==> config.mk <==
export PLATFORM = sky130hd
export DESIGN_NAME = vertical_motion_classifier
export DESIGN_NICKNAME = d
export VERILOG_FILES = /design/src/vmc_pkg.sv /design/src/vmc_divider.sv /design/src/vertical_motion_classifier.sv
export SDC_FILE = /design/constraint.sdc
export NUM_CORES = 1
export LEC_CHECK = 0
export ABC_AREA = 1
export BUFFER_PORTS_ARGS = -buffer_cell sky130_fd_sc_hd__buf_2
export CELL_PAD_IN_SITES_DETAIL_PLACEMENT = 1
export CELL_PAD_IN_SITES_GLOBAL_PLACEMENT = 2
export CORE_MARGIN = 1.5
export CORE_UTILIZATION = 35
export CTS_CLUSTER_DIAMETER = 80
export DETAILED_ROUTE_END_ITERATION = 16
export PLACE_DENSITY_LB_ADDON = 0.1
export SLEW_MARGIN = 25
export SYNTH_ARGS = -nofsm -noshare
export SYNTH_HDL_FRONTEND = slang
export SYNTH_SLANG_ARGS = --single-unit
==> constraint.sdc <==
create_clock -name clock -period 6.6 [get_ports clock]
set_clock_uncertainty 0.15 [all_clocks]
set_input_delay 0 -clock clock [delete_from_list [all_inputs] [get_ports clock]]
set_output_delay 0 -clock clock [all_outputs]
set_load 0.02 [all_outputs]
==> src/vmc_pkg.sv <==
// Shared types and constants for the vertical motion classifier.
package vmc_pkg;

   // Field widths.
   localparam int ALT_W    = 21;
   localparam int TIME_W   = 32;
   localparam int SPEED_W  = 32;
   localparam int THR_W    = 17;
   localparam int TOL_W    = 20;
   localparam int CSR_W    = 20;
   localparam int CSR_IDX_W = 2;

   // Altitude difference is one bit wider than the altitude.
   localparam int DIFF_W   = ALT_W + 1;
   localparam int SCALE_W  = 14;
   localparam int PROD_W   = DIFF_W + SCALE_W;
   localparam int CNT_W    = $clog2(PROD_W + 1);

   // Converts centimeters per millisecond to micrometers per millisecond.
   localparam logic [SCALE_W-1:0] CM_TO_UM = SCALE_W'(10000);

   // Register reset values.
   localparam logic             ENABLE_RESET    = 1'b1;
   localparam logic [THR_W-1:0] THRESHOLD_RESET = THR_W'(100);
   localparam logic [TOL_W-1:0] TOLERANCE_RESET = TOL_W'(10000);

   // Register indexes.
   localparam logic [CSR_IDX_W-1:0] CSR_ENABLE    = CSR_IDX_W'(0);
   localparam logic [CSR_IDX_W-1:0] CSR_THRESHOLD = CSR_IDX_W'(1);
   localparam logic [CSR_IDX_W-1:0] CSR_TOLERANCE = CSR_IDX_W'(2);

   typedef enum logic [1:0] {
      STATUS_STOPPED  = 2'd0,
      STATUS_ACCEL    = 2'd1,
      STATUS_STEADY   = 2'd2,
      STATUS_STOPPING = 2'd3
   } status_type;

   typedef enum logic [1:0] {
      DIR_NONE = 2'd0,
      DIR_UP   = 2'd1,
      DIR_DOWN = 2'd2
   } direction_type;

   typedef enum logic [2:0] {
      ST_IDLE,
      ST_DIFF,
      ST_MUL,
      ST_DIVIDE,
      ST_CLASSIFY
   } state_type;

   typedef struct packed {
      logic              start;
      logic [PROD_W-1:0] dividend;
      logic [TIME_W-1:0] divisor;
   } div_req_type;

   typedef struct packed {
      logic              done;
      logic [PROD_W-1:0] quotient;
   } div_rsp_type;

endpackage

==> src/vmc_divider.sv <==
// Restoring divider that produces one quotient bit per cycle.
module vmc_divider (
   input  logic                  clock,
   input  logic                  reset,
   input  vmc_pkg::div_req_type  div_req,
   output vmc_pkg::div_rsp_type  div_rsp
);

   logic [vmc_pkg::CNT_W-1:0]  count_ff, count_in;
   logic                       busy_ff, busy_in;
   logic                       done_ff, done_in;
   logic [vmc_pkg::TIME_W-1:0] rem_ff, rem_in;
   logic [vmc_pkg::PROD_W-1:0] quo_ff, quo_in;
   logic [vmc_pkg::TIME_W-1:0] divisor_ff, divisor_in;

   logic [vmc_pkg::TIME_W:0]   trial;
   logic [vmc_pkg::TIME_W:0]   trial_sub;
   logic                       trial_ge;

   // The remainder stays below the divisor, so the shifted trial value fits one extra bit.
   always_comb begin
      trial     = {rem_ff, quo_ff[vmc_pkg::PROD_W-1]};
      trial_ge  = (trial >= {1'b0, divisor_ff});
      trial_sub = trial - {1'b0, divisor_ff};
   end

   always_comb begin
      count_in   = count_ff;
      busy_in    = busy_ff;
      done_in    = 1'b0;
      rem_in     = rem_ff;
      quo_in     = quo_ff;
      divisor_in = divisor_ff;
      if (div_req.start) begin
         count_in   = vmc_pkg::CNT_W'(vmc_pkg::PROD_W);
         busy_in    = 1'b1;
         rem_in     = '0;
         quo_in     = div_req.dividend;
         divisor_in = div_req.divisor;
      end else if (busy_ff) begin
         rem_in   = trial_ge ? trial_sub[vmc_pkg::TIME_W-1:0] : trial[vmc_pkg::TIME_W-1:0];
         quo_in   = {quo_ff[vmc_pkg::PROD_W-2:0], trial_ge};
         count_in = count_ff - vmc_pkg::CNT_W'(1);
         if (count_ff == vmc_pkg::CNT_W'(1)) begin
            busy_in = 1'b0;
            done_in = 1'b1;
         end
      end
   end

   always_ff @(posedge clock) begin
      if (reset) begin
         count_ff <= '0;
         busy_ff  <= 1'b0;
         done_ff  <= 1'b0;
      end else begin
         count_ff <= count_in;
         busy_ff  <= busy_in;
         done_ff  <= done_in;
      end
   end

   always_ff @(posedge clock) begin
      rem_ff     <= rem_in;
      quo_ff     <= quo_in;
      divisor_ff <= divisor_in;
   end

   assign div_rsp.done     = done_ff;
   assign div_rsp.quotient = quo_ff;

endmodule

==> src/vertical_motion_classifier.sv <==
// Top level of the vertical motion classifier.
//
//   channel | prefix | direction | contents
//   request | req_   | in        | altitude_cm, time_ms
//   result  | rsp_   | out       | motion_status, motion_direction, speed_out, changed
//   config  | csr_   | in        | enable, direction threshold, speed tolerance
//
// A transaction runs from acceptance to result through the differences, the scaling multiply
// that starts the divider, the bit-serial divider (36 quotient bits, then a completion flag)
// and the classify step. One item is in flight at a time: a new request is not taken until
// the block is ready again, which happens in the cycle the result appears.
// Reset is synchronous; it clears the reference, the reported values and the result valid flag,
// and loads the configuration registers with their reset values. A waiting result holds in the
// output register while the next request is taken; only the classify step waits for it to be free.
// With enable low a request is accepted and dropped without a result.
module vertical_motion_classifier (
   input  logic                               clock,
   input  logic                               reset,
   input  logic                               req_valid,
   output logic                               req_ready,
   input  logic signed [vmc_pkg::ALT_W-1:0]   req_altitude_cm,
   input  logic        [vmc_pkg::TIME_W-1:0]  req_time_ms,
   output logic                               rsp_valid,
   input  logic                               rsp_ready,
   output logic        [1:0]                  rsp_motion_status,
   output logic        [1:0]                  rsp_motion_direction,
   output logic        [vmc_pkg::SPEED_W-1:0] rsp_speed_out,
   output logic                               rsp_changed,
   input  logic                               csr_write,
   input  logic        [vmc_pkg::CSR_IDX_W-1:0] csr_index,
   input  logic        [vmc_pkg::CSR_W-1:0]   csr_data
);

   vmc_pkg::state_type state_ff, state_in;

   logic                          enable_ff;
   logic [vmc_pkg::THR_W-1:0]     threshold_ff;
   logic [vmc_pkg::TOL_W-1:0]     tolerance_ff;

   logic signed [vmc_pkg::ALT_W-1:0]  ref_alt_ff;
   logic [vmc_pkg::TIME_W-1:0]        ref_time_ff;
   logic [vmc_pkg::SPEED_W-1:0]       ref_speed_ff;
   logic                              primed_ff;
   vmc_pkg::status_type               shown_status_ff;
   vmc_pkg::direction_type            shown_dir_ff;
   logic [vmc_pkg::SPEED_W-1:0]       shown_speed_ff;

   logic signed [vmc_pkg::ALT_W-1:0]  alt_ff;
   logic [vmc_pkg::TIME_W-1:0]        time_ff;
   logic signed [vmc_pkg::DIFF_W-1:0] diff_ff;
   logic [vmc_pkg::TIME_W-1:0]        dt_ff;

   logic                              rsp_valid_ff;
   vmc_pkg::status_type               rsp_status_ff;
   vmc_pkg::direction_type            rsp_dir_ff;
   logic [vmc_pkg::SPEED_W-1:0]       rsp_speed_ff;
   logic                              rsp_changed_ff;

   logic                              req_take;
   logic                              div_start;
   logic                              cls_fire;
   logic [vmc_pkg::TIME_W-1:0]        now;
   logic signed [vmc_pkg::DIFF_W-1:0] diff_calc;
   logic [vmc_pkg::TIME_W-1:0]        dt_calc;
   logic [vmc_pkg::DIFF_W-1:0]        distance;

   vmc_pkg::div_req_type              div_req;
   vmc_pkg::div_rsp_type              div_rsp;

   logic [vmc_pkg::SPEED_W-1:0]       speed;
   logic [vmc_pkg::SPEED_W:0]         speed_ext;
   logic [vmc_pkg::SPEED_W:0]         tol_ext;
   logic [vmc_pkg::SPEED_W:0]         refs_ext;
   logic signed [vmc_pkg::DIFF_W:0]   diff_ext;
   logic signed [vmc_pkg::DIFF_W:0]   thr_ext;
   vmc_pkg::status_type               new_status;
   vmc_pkg::direction_type            new_dir;
   logic                              changed;

   // Next state.
   always_comb begin
      state_in = state_ff;
      case (state_ff)
         vmc_pkg::ST_IDLE: begin
            if (req_valid && enable_ff) begin
               state_in = vmc_pkg::ST_DIFF;
            end
         end
         vmc_pkg::ST_DIFF:   state_in = vmc_pkg::ST_MUL;
         vmc_pkg::ST_MUL:    state_in = vmc_pkg::ST_DIVIDE;
         vmc_pkg::ST_DIVIDE: begin
            if (div_rsp.done) begin
               state_in = vmc_pkg::ST_CLASSIFY;
            end
         end
         vmc_pkg::ST_CLASSIFY: begin
            if (!rsp_valid_ff || rsp_ready) begin
               state_in = vmc_pkg::ST_IDLE;
            end
         end
         default: state_in = vmc_pkg::ST_IDLE;
      endcase
   end

   // Sequencer outputs.
   always_comb begin
      req_ready = 1'b0;
      div_start = 1'b0;
      cls_fire  = 1'b0;
      case (state_ff)
         vmc_pkg::ST_IDLE:     req_ready = 1'b1;
         vmc_pkg::ST_MUL:      div_start = 1'b1;
         vmc_pkg::ST_CLASSIFY: cls_fire  = !rsp_valid_ff || rsp_ready;
         default: begin
            req_ready = 1'b0;
         end
      endcase
   end

   assign req_take = req_valid && req_ready && enable_ff;
   assign now      = req_time_ms[vmc_pkg::TIME_W-1:0];

   // Differences against the reference, and the scaled distance for the divider.
   always_comb begin
      diff_calc = $signed({alt_ff[vmc_pkg::ALT_W-1], alt_ff})
                - $signed({ref_alt_ff[vmc_pkg::ALT_W-1], ref_alt_ff});
      dt_calc   = time_ff - ref_time_ff;
      distance  = diff_ff[vmc_pkg::DIFF_W-1] ? vmc_pkg::DIFF_W'(-diff_ff)
                                             : vmc_pkg::DIFF_W'(diff_ff);
      div_req.start    = div_start;
      div_req.dividend = vmc_pkg::PROD_W'(distance) * vmc_pkg::PROD_W'(vmc_pkg::CM_TO_UM);
      div_req.divisor  = dt_ff;
   end

   vmc_divider u_divider (
      .clock   (clock),
      .reset   (reset),
      .div_req (div_req),
      .div_rsp (div_rsp)
   );

   // Classification of the finished speed.
   always_comb begin
      if (dt_ff == '0) begin
         speed = '0;
      end else if (|div_rsp.quotient[vmc_pkg::PROD_W-1:vmc_pkg::SPEED_W]) begin
         speed = '1;
      end else begin
         speed = div_rsp.quotient[vmc_pkg::SPEED_W-1:0];
      end
      speed_ext = {1'b0, speed};
      tol_ext   = (vmc_pkg::SPEED_W + 1)'(tolerance_ff);
      refs_ext  = {1'b0, ref_speed_ff};
      diff_ext  = $signed({diff_ff[vmc_pkg::DIFF_W-1], diff_ff});
      thr_ext   = $signed((vmc_pkg::DIFF_W + 1)'(threshold_ff));

      if (diff_ext > thr_ext) begin
         new_dir = vmc_pkg::DIR_UP;
      end else if (diff_ext < -thr_ext) begin
         new_dir = vmc_pkg::DIR_DOWN;
      end else begin
         new_dir = vmc_pkg::DIR_NONE;
      end

      if (speed_ext > refs_ext + tol_ext) begin
         new_status = vmc_pkg::STATUS_ACCEL;
      end else if (speed_ext + tol_ext < refs_ext) begin
         new_status = vmc_pkg::STATUS_STOPPING;
      end else if (speed_ext < tol_ext) begin
         new_status = vmc_pkg::STATUS_STOPPED;
      end else begin
         new_status = vmc_pkg::STATUS_STEADY;
      end

      changed = (new_status != shown_status_ff) || (new_dir != shown_dir_ff);
   end

   // Control state, configuration, reference and reported values.
   always_ff @(posedge clock) begin
      if (reset) begin
         state_ff        <= vmc_pkg::ST_IDLE;
         enable_ff       <= vmc_pkg::ENABLE_RESET;
         threshold_ff    <= vmc_pkg::THRESHOLD_RESET;
         tolerance_ff    <= vmc_pkg::TOLERANCE_RESET;
         ref_alt_ff      <= '0;
         ref_time_ff     <= '0;
         ref_speed_ff    <= '0;
         primed_ff       <= 1'b0;
         shown_status_ff <= vmc_pkg::STATUS_STOPPED;
         shown_dir_ff    <= vmc_pkg::DIR_NONE;
         shown_speed_ff  <= '0;
         rsp_valid_ff    <= 1'b0;
      end else begin
         state_ff <= state_in;

         if (csr_write) begin
            case (csr_index)
               vmc_pkg::CSR_ENABLE:    enable_ff    <= csr_data[0];
               vmc_pkg::CSR_THRESHOLD: threshold_ff <= csr_data[vmc_pkg::THR_W-1:0];
               vmc_pkg::CSR_TOLERANCE: tolerance_ff <= csr_data[vmc_pkg::TOL_W-1:0];
               default: begin
                  enable_ff <= enable_ff;
               end
            endcase
         end

         // The first sample after reset becomes the reference before it is classified.
         if (req_take && !primed_ff) begin
            ref_alt_ff   <= req_altitude_cm;
            ref_time_ff  <= now;
            ref_speed_ff <= '0;
            primed_ff    <= 1'b1;
         end

         if (cls_fire && changed) begin
            shown_status_ff <= new_status;
            shown_dir_ff    <= new_dir;
            shown_speed_ff  <= speed;
            ref_alt_ff      <= alt_ff;
            ref_time_ff     <= time_ff;
            ref_speed_ff    <= speed;
         end

         if (cls_fire) begin
            rsp_valid_ff <= 1'b1;
         end else if (rsp_ready) begin
            rsp_valid_ff <= 1'b0;
         end
      end
   end

   // Payload registers.
   always_ff @(posedge clock) begin
      if (req_take) begin
         alt_ff  <= req_altitude_cm;
         time_ff <= now;
      end
      if (state_ff == vmc_pkg::ST_DIFF) begin
         diff_ff <= diff_calc;
         dt_ff   <= dt_calc;
      end
      if (cls_fire) begin
         rsp_status_ff  <= changed ? new_status : shown_status_ff;
         rsp_dir_ff     <= changed ? new_dir : shown_dir_ff;
         rsp_speed_ff   <= changed ? speed : shown_speed_ff;
         rsp_changed_ff <= changed;
      end
   end

   assign rsp_valid            = rsp_valid_ff;
   assign rsp_motion_status    = rsp_status_ff;
   assign rsp_motion_direction = rsp_dir_ff;
   assign rsp_speed_out        = rsp_speed_ff;
   assign rsp_changed          = rsp_changed_ff;

endmodule

==> results.md <==
* Final WL at 97,400 um
* Top cell type's share of synthesized area at 0.211
* Vias in the first global route at 26,700
* FF+latch count, synth at about 420
* Routability cong. at 0.849
* Port bufs at 118
* Family with the most delay on the worst path: adder cells
* Vias/cell at just under 5
* Area leader, netlist: edfxtp_1
* H-tree Lvls at 2
* Area delta synth->final at 25.1%
* Worst path most repeated cell: inv_2
* HPWL reported at the end of detailed placement at 73,500 um
* Share of cells above drive strength 1 at 0.138
* Initial Util at 0.354
* Area contributors post-synth: edfxtp_1, ha_1, dfxtp_1
* Via Count at between 20,000 and 30,000
* Io pins at ~120
* Wire per inst at 18.3 um
* Largest net degree at the start of global routing at 75
* First-pass GRT wire length at 150,000 um
* Syn Area/Cell at 7.92 sq um
* Core area at 83,700 sq um
* Global Route Usage Sum at 0.220
* Worst-margin pin slew at 1.01 ns
* Post-layout net count at 4,637
* Outcome: complete, no violations
* Post-synthesis sequential area ratio at 0.352
* Async SR Flop Fraction at 0
* Slew Limit Fails at 0
* DRT antenna net count at 0
* Grt total ovfl at 0
* Startpoint types: register
* Slew headroom at 0.330
* Die height at 294 um
* EDFF count, synth at roughly 210
* Max-Cap Viols at 0
* CP max-delay cell: or4_4
* # DRC at 0
* Synth top cells by count: nand2_1, inv_1, a21oi_1
* Cts bufs inserted at 54
* Die width at 294 um
* FMAX at 157 MHz
* First drt pass iteration count at 4
* CTS Buffer Depth at 3
* Max incr delay on CP at 0.57 ns
* Die area at between 80,000 and 90,000 sq um
* Clk pin slew, worst setup/hold paths at ~0.060 ns
* Sink Count at roughly 420
* Cells after Synth at 3,738
* Fin crit share at 0.963
* CP endpoint kind: register
* Worst-Skew Late Latency at 0.64 ns
* Min-Delay Path Class: primary input to register
* Final hold violation count at 0
* Synth cell types at 54
* Ys Warns at 0
* Finished Layout Cells at 5,337
* Syn_nets at roughly 4,200
* Critical path arrival at 6.59 ns
* TritonCTS clock tree: done
* Mapped cell area at 29,600 sq um
* # rows at roughly 110
* Fin crit period at 6.36 ns
* CP Max Fanout at 4
* Critical Path RT at 6.83 ns
* Antenna violations before repair at 1
* Count leader, synth: nand2_1
* Synth Flop Type: edfxtp_1
* Critical path class: register to register
* Endpoints failing setup at 0
* # fillers at just over 10,000
* Root buffer cell: clkbuf_16
* Placed cell count at between 5,000 and 6,000
* Iteration-0 DRC Markers at 1,098
* Crit path buf inv count at 10
-- tightest hold or removal path, stage by stage --
cell           delay, ns
dlygate4sd3_1       0.52
buf_2               0.11
inv_1               0.05
a21oi_1             0.10
-- kinds of logic (layout without fill, tap and decap cells) --
kind of cell             Yosys count  count (layout)  synth area share
XOR/XNOR                         179             179            0.0530
buffers and inverters            744            1208            0.0973
adder cells (fa/ha/maj)          401             401             0.184
AND/OR/NAND/NOR                 1255            1255             0.177
other                              0               1                 0
flip-flops                       416             416             0.352
AO/OA/AOI/OAI                    743             743             0.137
-- per-stage QoR --
stage	setup TNS, ns	util	worst slack (ns)	cell area, sq um	hold WS, ns
2_1_floorplan	0	-	0.116	29600	-0.0511
3_3_place_gp	-0.380	0.389	-0.0889	32600	0.0404
3_5_place_dp	-0.855	0.389	-0.150	32600	0.0444
4_1_cts	0	0.430	0.00605	36000	0.00800
5_1_grt	-0.435	0.442	-0.0815	37000	0.0605
6_report	0	0.442	0.245	37000	0.0398
-- layer usage --
layer  track usage  part of all wire
met2         0.357              0.45
met5             0                 0
met4        0.0414             0.018
met1         0.314              0.50
met3        0.0258             0.031
-- cells in the final DEF, fill, tap and decap left out, types with 10 or more instances in the layout --
master,count
nand2_2,12
a21oi_1,380
a31oi_1,14
clkbuf_16,59
a21oi_2,18
xor2_1,120
edfxtp_1,208
nand4_1,43
xnor2_1,51
clkinv_2,12
buf_4,178
buf_12,15
ha_1,318
dfxtp_1,208
fa_1,57
nor3_1,35
o21ai_2,10
inv_2,42
a211oi_1,11
o22ai_1,21
buf_2,117
nor2_1,174
nand2_1,741
inv_1,591
o211ai_1,20
dlygate4sd3_1,146
o21ai_0,191
ha_4,25
nand3_1,197
-- sequential cells by signal, summed over array words and instances, names as in the netlist, 3 cells and up --
signal,cells
ref_time_ff,32
shown_speed_ff,32
u_divider.quo_ff,36
u_divider.rem_ff,32
time_ff,32
u_divider.count_ff,6
ref_alt_ff,21
dt_ff,32
u_divider.divisor_ff,32
state_ff,3
threshold_ff,17
ref_speed_ff,32
diff_ff,22
alt_ff,21
rsp_speed_out,32
tolerance_ff,20
-- repair_timing --
action	4_1_cts	5_1_grt
buffers inserted	3	32
gates cloned	0	5
pin swaps	3	67
hold buffers	146	0
resized for setup	14	160
hold endpoints to repair	174	0
setup endpoints to repair	140	168
-- final timing paths --
check	startpoint	end	slack, ns	depth (start not counted)
min	csr_data[0]	tolerance_ff[0]	0.04	4
max reg2reg	diff_ff[0]	u_divider.quo_ff[34]	0.24	33
max	diff_ff[0]	u_divider.quo_ff[34]	0.24	33
min reg2reg	dt_ff[13]	u_divider.divisor_ff[13]	0.30	0
-- area by class of cell --
class,instances,area [sq um],area share
antenna,1,2.50,0.0000676
timing repair inverter,1,6.26,0.000169
inverter,638,2410,0.0650
tap,1134,1420,0.0383
sequential,416,10400,0.281
multi-input combinational,2578,17100,0.461
timing repair buffer,467,3860,0.104
clock buffer,65,1480,0.0398
clock inverter,37,373,0.0101
Power is left out: the tool's default activity adds up to more than one toggle a clock period on the data nets, which glitch-free logic cannot reach.
